File: config.mk
export PLATFORM = sky130hd
export DESIGN_NAME = fotb_ctrl
export DESIGN_NICKNAME = d
export VERILOG_FILES = /design/src/hw/rtl/filtered_overwriting_trace_buffer_unit_defines.svh /design/src/hw/rtl/fotb_pkg.sv /design/src/hw/rtl/fotb_ctrl.sv
export SDC_FILE = /design/constraint.sdc
export NUM_CORES = 1
export LEC_CHECK = 0
export ABC_AREA = 0
export BUFFER_PORTS_ARGS = -buffer_cell sky130_fd_sc_hd__buf_2
export CELL_PAD_IN_SITES_DETAIL_PLACEMENT = 1
export CELL_PAD_IN_SITES_GLOBAL_PLACEMENT = 2
export CORE_AREA = 2 2 39 41
export DETAILED_ROUTE_END_ITERATION = 16
export DIE_AREA = 0 0 41 43
export PLACE_DENSITY_LB_ADDON = 0.1
export SLEW_MARGIN = 0
export SYNTH_ARGS = -nofsm -noshare
export SYNTH_HDL_FRONTEND = slang
export SYNTH_SLANG_ARGS = --single-unit
File: constraint.sdc
create_clock -name clk_i -period 0.9 [get_ports clk_i]
set_input_delay 0.045 -clock clk_i [delete_from_list [all_inputs] [get_ports clk_i]]
set_output_delay 0.045 -clock clk_i [all_outputs]
set_load 0.05 [all_outputs]
File: src/hw/rtl/filtered_overwriting_trace_buffer_unit_defines.svh
// ----------------------------------------------------------------------------
// trace buffer assertion macros
// concurrent checks for the trace buffer top unit, clocked on clk_i and
// held off while rst_ni is low
// ----------------------------------------------------------------------------
`ifndef FILTERED_OVERWRITING_TRACE_BUFFER_UNIT_DEFINES_SVH
`define FILTERED_OVERWRITING_TRACE_BUFFER_UNIT_DEFINES_SVH

// same-cycle implication
`define FOTB_ASSERT_NOW(label, ante, cons, msg) \
  label: assert property (@(posedge clk_i) disable iff (!rst_ni) (ante) |-> (cons)) \
    else $error(msg);

// next-cycle implication
`define FOTB_ASSERT_NEXT(label, ante, cons, msg) \
  label: assert property (@(posedge clk_i) disable iff (!rst_ni) (ante) |=> (cons)) \
    else $error(msg);

`endif

File: src/hw/rtl/fotb_pkg.sv
// ----------------------------------------------------------------------------
// fotb_pkg
// shared types for the filtered overwriting trace buffer
// ----------------------------------------------------------------------------
package fotb_pkg;

  localparam int unsigned CfgIdxW = 2;
  localparam int unsigned CfgDataW = 64;

  typedef enum logic [1:0] {
    MODE_RECORD = 2'd0,
    MODE_POP    = 2'd1,
    MODE_PEEK   = 2'd2,
    MODE_CLEAR  = 2'd3
  } mode_e;

  typedef enum logic [CfgIdxW-1:0] {
    CFG_RECORDING = 2'd0,
    CFG_FILTER_LO = 2'd1,
    CFG_FILTER_HI = 2'd2
  } cfg_idx_e;

  typedef enum logic [1:0] {
    ST_IDLE,
    ST_EXEC,
    ST_RESP
  } state_e;

  typedef struct packed {
    logic load;
    logic exec;
  } dp_cmd_t;

endpackage

File: src/hw/rtl/fotb_ctrl.sv
// ----------------------------------------------------------------------------
// fotb_ctrl
// handshake controller: takes a word, runs it through the execute state,
// holds the result until the receiver takes it
// ----------------------------------------------------------------------------
module fotb_ctrl (
  input  logic              clk_i,
  input  logic              rst_ni,
  input  logic              in_valid_i,
  output logic              in_ready_o,
  output logic              out_valid_o,
  input  logic              out_ready_i,
  output fotb_pkg::dp_cmd_t cmd_o
);

  fotb_pkg::state_e state_q, state_d;

  always_ff @(posedge clk_i or negedge rst_ni) begin
    if (!rst_ni) begin
      state_q <= fotb_pkg::ST_IDLE;
    end else begin
      state_q <= state_d;
    end
  end

  always_comb begin
    state_d = state_q;
    case (state_q)
      fotb_pkg::ST_IDLE: begin
        if (in_valid_i) begin
          state_d = fotb_pkg::ST_EXEC;
        end
      end
      fotb_pkg::ST_EXEC: begin
        state_d = fotb_pkg::ST_RESP;
      end
      fotb_pkg::ST_RESP: begin
        if (out_ready_i) begin
          state_d = in_valid_i ? fotb_pkg::ST_EXEC : fotb_pkg::ST_IDLE;
        end
      end
      default: begin
        state_d = fotb_pkg::ST_IDLE;
      end
    endcase
  end

  always_comb begin
    in_ready_o  = 1'b0;
    out_valid_o = 1'b0;
    cmd_o.exec  = 1'b0;
    case (state_q)
      fotb_pkg::ST_IDLE: begin
        in_ready_o = 1'b1;
      end
      fotb_pkg::ST_EXEC: begin
        cmd_o.exec = 1'b1;
      end
      fotb_pkg::ST_RESP: begin
        out_valid_o = 1'b1;
        in_ready_o  = out_ready_i;
      end
      default: begin
        in_ready_o = 1'b0;
      end
    endcase
    cmd_o.load = in_valid_i && in_ready_o;
  end

endmodule

* Yosys cells after proc, flatten, opt, wreduce, memory -nomap -nowiden *
Cells that the tools add are included.

operators by class
  equal/unequal tests = 4
  mux-type cells = 7
  reductions and logical operators = 3

operator list
  cell                count
  $pmux 2 s3          1
  $mux 2              2
  $ne 2x2->1 const B  2
  $mux 1              3
  $eq 2x1->1 const B  1
  $eq 2x2->1 const B  1
  $logic_not 2->1     1
  $pmux 1 s2          1
  $reduce_and 2->1    1
  $logic_and 1x1->1   1

word-level totals
  input port bits = 4
  register bits after elaboration = 2

* Depth between registers and ports, before layout *
  depth in word-level cells = 3
  depth in mapped cells = 2

* Least setup slack after synthesis *
No wires, ideal clock.

  kind = reg-to-output
  start = reg state_q[1]
  end = out cmd_o[1] in the netlist's numbering
  buffers on the path = 0
  slack = -806 ps
  cell stages (with the launch flop) = 3
  arrival = 1661 ps
  cell sequence = dfrtp_1 > nor2b_4 > nor3b_1

RTL lines
  element                 RTL line         source
  start, declared         fotb_ctrl.sv:16  fotb_pkg::state_e state_q, state_d;
  start signal, assigned  fotb_ctrl.sv:20  state_q <= fotb_pkg::ST_IDLE;
  start signal, assigned  fotb_ctrl.sv:22  state_q <= state_d;
  end, declared           fotb_ctrl.sv:13  output fotb_pkg::dp_cmd_t cmd_o

==> impl_metrics.json <==
{
  "async_flop_share_pct": 100,
  "clk_path_buf_depth": 2,
  "min_period_ps": 1130,
  "post-place-cells": 36,
  "p_total_mw": 0.665,
  "syn-cell-area_um2": 116,
  "path_cells": "nor2b_4, nor3b_4, buf_6",
  "violations": "negative setup slack",
  "critPathLaunch": "state_q[1]",
  "r2r_slack_ps": -110,
  "maxSlewHeadroom_pct": 90.2,
  "insertedDiodeCount": 0,
  "drtPass1Iterations": 1,
  "synth_warnings": 0,
  "core-area_mm2": 0.00138,
  "numCtsBuffers": 3,
  "tns_ps": -1030,
  "drc_errors": 0,
  "min_from": "in_valid_i",
  "drt-initial-drc-count": 0,
  "synth_flop_cell": "dfrtp_1",
  "crit_fanout": 3,
  "grt_usage_pct": 5.83,
  "finalCritPeriodShare_pct": 126,
  "hold_viol": 0,
  "synth.area.top_cells": "dfrtp_1, nor3b_1, nor2b_4",
  "port_buffers": 7,
  "synth_cell_types": 9,
  "grt_first_pass_wirelength_um": 600,
  "grt_pass1_vias": 149,
  "r2r_cells": 4,
  "die_w_um": 41,
  "powerDensity_mw_per_mm2": 2290,
  "initial_core_util_pct": 8.41,
  "grt_start_max_net_pins": 6,
  "min_to": "state_q[0]",
  "antenna_found_initial": 0,
  "syn_to_final_growth_pct": 149,
  "reg2reg_from": "state_q[1]",
  "required_ps": 850,
  "yosysSeqAreaShare_pct": 43.0,
  "setup_ws_ps": -232,
  "wl_per_cell_um": 8.00,
  "synth_cells": 11,
  "grt_overflow": 0,
  "drive_gt1_share_pct": 84.6,
  "tritoncts": "done",
  "final_nets": 32,
  "routabilityCongestion": 0.535,
  "timing.rr.end": "state_q[1]",
  "cp_slowest_cell": "dfrtp_1",
  "peakVddDrop_v": 0.000679,
  "top_register": "state_q",
  "cpLargestDelayFamily": "flip-flops",
  "cp-end-kind": "output port",
  "path_buf_inv": 1,
  "crit_type": "reg -> out",
  "htreeDepth": 1,
  "slowest_delay_ps": 370,
  "hold_depth": 2,
  "place_hpwl_um": 261,
  "num_vias": 129,
  "setup_violations": 6,
  "fin_skew_ps": 0.126,
  "cts_sinks": 2,
  "slew_violations": 0,
  "largest_reg_flops": 2,
  "synth_edf_count": 0,
  "totalWireLength_um": 336,
  "syn_nets": 15,
  "p_leak_nw": 0.143,
  "top_regs": "state_q: 2 flops",
  "fmax_mhz": 884,
  "stdcell_count": 42,
  "critPathLaunchType": "flip-flop",
  "cap_violations": 0,
  "fin_hold_ws_ps": 106,
  "cts_root_buffer": "clkbuf_4",
  "synthTopCellsByCount": "dfrtp_1, nor3b_1",
  "tightest_slew_ps": 146,
  "yosys.area.top_type": "dfrtp_1",
  "fp-row-count": 14,
  "clk_pin_slew_ps": 30,
  "die_area_mm2": 0.00176,
  "synth_seq_cells": 2,
  "antenna_left": 0,
  "viasPerCell": 3.07,
  "insertion_delay_ps": 220,
  "pin_count": 8,
  "synth_top_cell_area_share_pct": 43.0,
  "rsz0062_at_grt": "true",
  "syn_area_per_cell_um2": 10.6,
  "hp-class": "in -> reg",
  "arrival_ps": 1090,
  "die_h_um": 43,
  "outcome": "finished with violations"
}
## layout by cell type, fill, tap and decap left out
cell type and n:
clkbuf_4 3, dfrtp_2 1, nor3b_4 1, nor2b_4 2
dlygate4sd3_1 1, nor2b_2 1, buf_2 3, a21o_1 1
nor3b_2 1, nor2_2 1, dfrtp_1 1, inv_1 1
buf_6 5, buf_4 4
## logic make-up (layout without fill, tap and decap cells)
logic type             Yosys count  count (layout)  share of synthesized area (%)
buffers and inverters            2              17                           9.68
flip-flops                       2               2                           43.0
AO/OA/AOI/OAI                    1               1                           6.45
AND/OR/NAND/NOR                  6               6                           40.9
## metrics by stage
stage / utilization (%) / worst slack, ps / area, um2
2_1_floorplan: - / -142 / 133
3_3_place_gp: 14.6 / -94.1 / 203
3_5_place_dp: 14.6 / -113 / 203
4_1_cts: 19.8 / -251 / 274
5_1_grt: 21.0 / -298 / 290
6_report: 21.0 / -232 / 290
## power by group
group | total [mW] | internal [mW] | switching, mW
Clock | 0.195 | 0.147 | 0.0481
Sequential | 0.124 | 0.108 | 0.0158
Combinational | 0.346 | 0.164 | 0.183
## layout make-up
class / instances / area, um2
fillers: 160 / 1090
well taps: 16 / 20.0
inverters: 1 / 3.75
repair buffers: 13 / 111
multi-input cells: 7 / 81.3
clock buffers: 3 / 22.5
flip-flops and latches: 2 / 51.3
## how the worst max path moves through the flow
stage	end	slack, ps	cells after the start
3_5_place_dp	cmd_o[1]	-110	3
4_1_cts	cmd_o[1]	-250	3
3_3_place_gp	in_ready_o	-90	3
5_1_grt	cmd_o[1]	-300	3
2_1_floorplan	cmd_o[1]	-140	2
6_report	cmd_o[1]	-230	3
## layer usage
metal,share of wire [%],track usage (%),up-vias
met3,5.1,3.14,0
met2,53,6.88,5
met4,0,8.00,0
li1,-,-,66
met1,42,5.81,58
met5,0,0,-
## timing repair
| action | in CTS | in global routing |
|---|---|---|
| hold buffers | 1 | 0 |
| setup endpoints to repair | 6 | 6 |
| resized for setup | 10 | 2 |
| hold endpoints to repair | 2 | 0 |
| buffers inserted | 2 | 1 |
| pin swaps | 2 | 1 |
(Power assumes the default switching activity.)
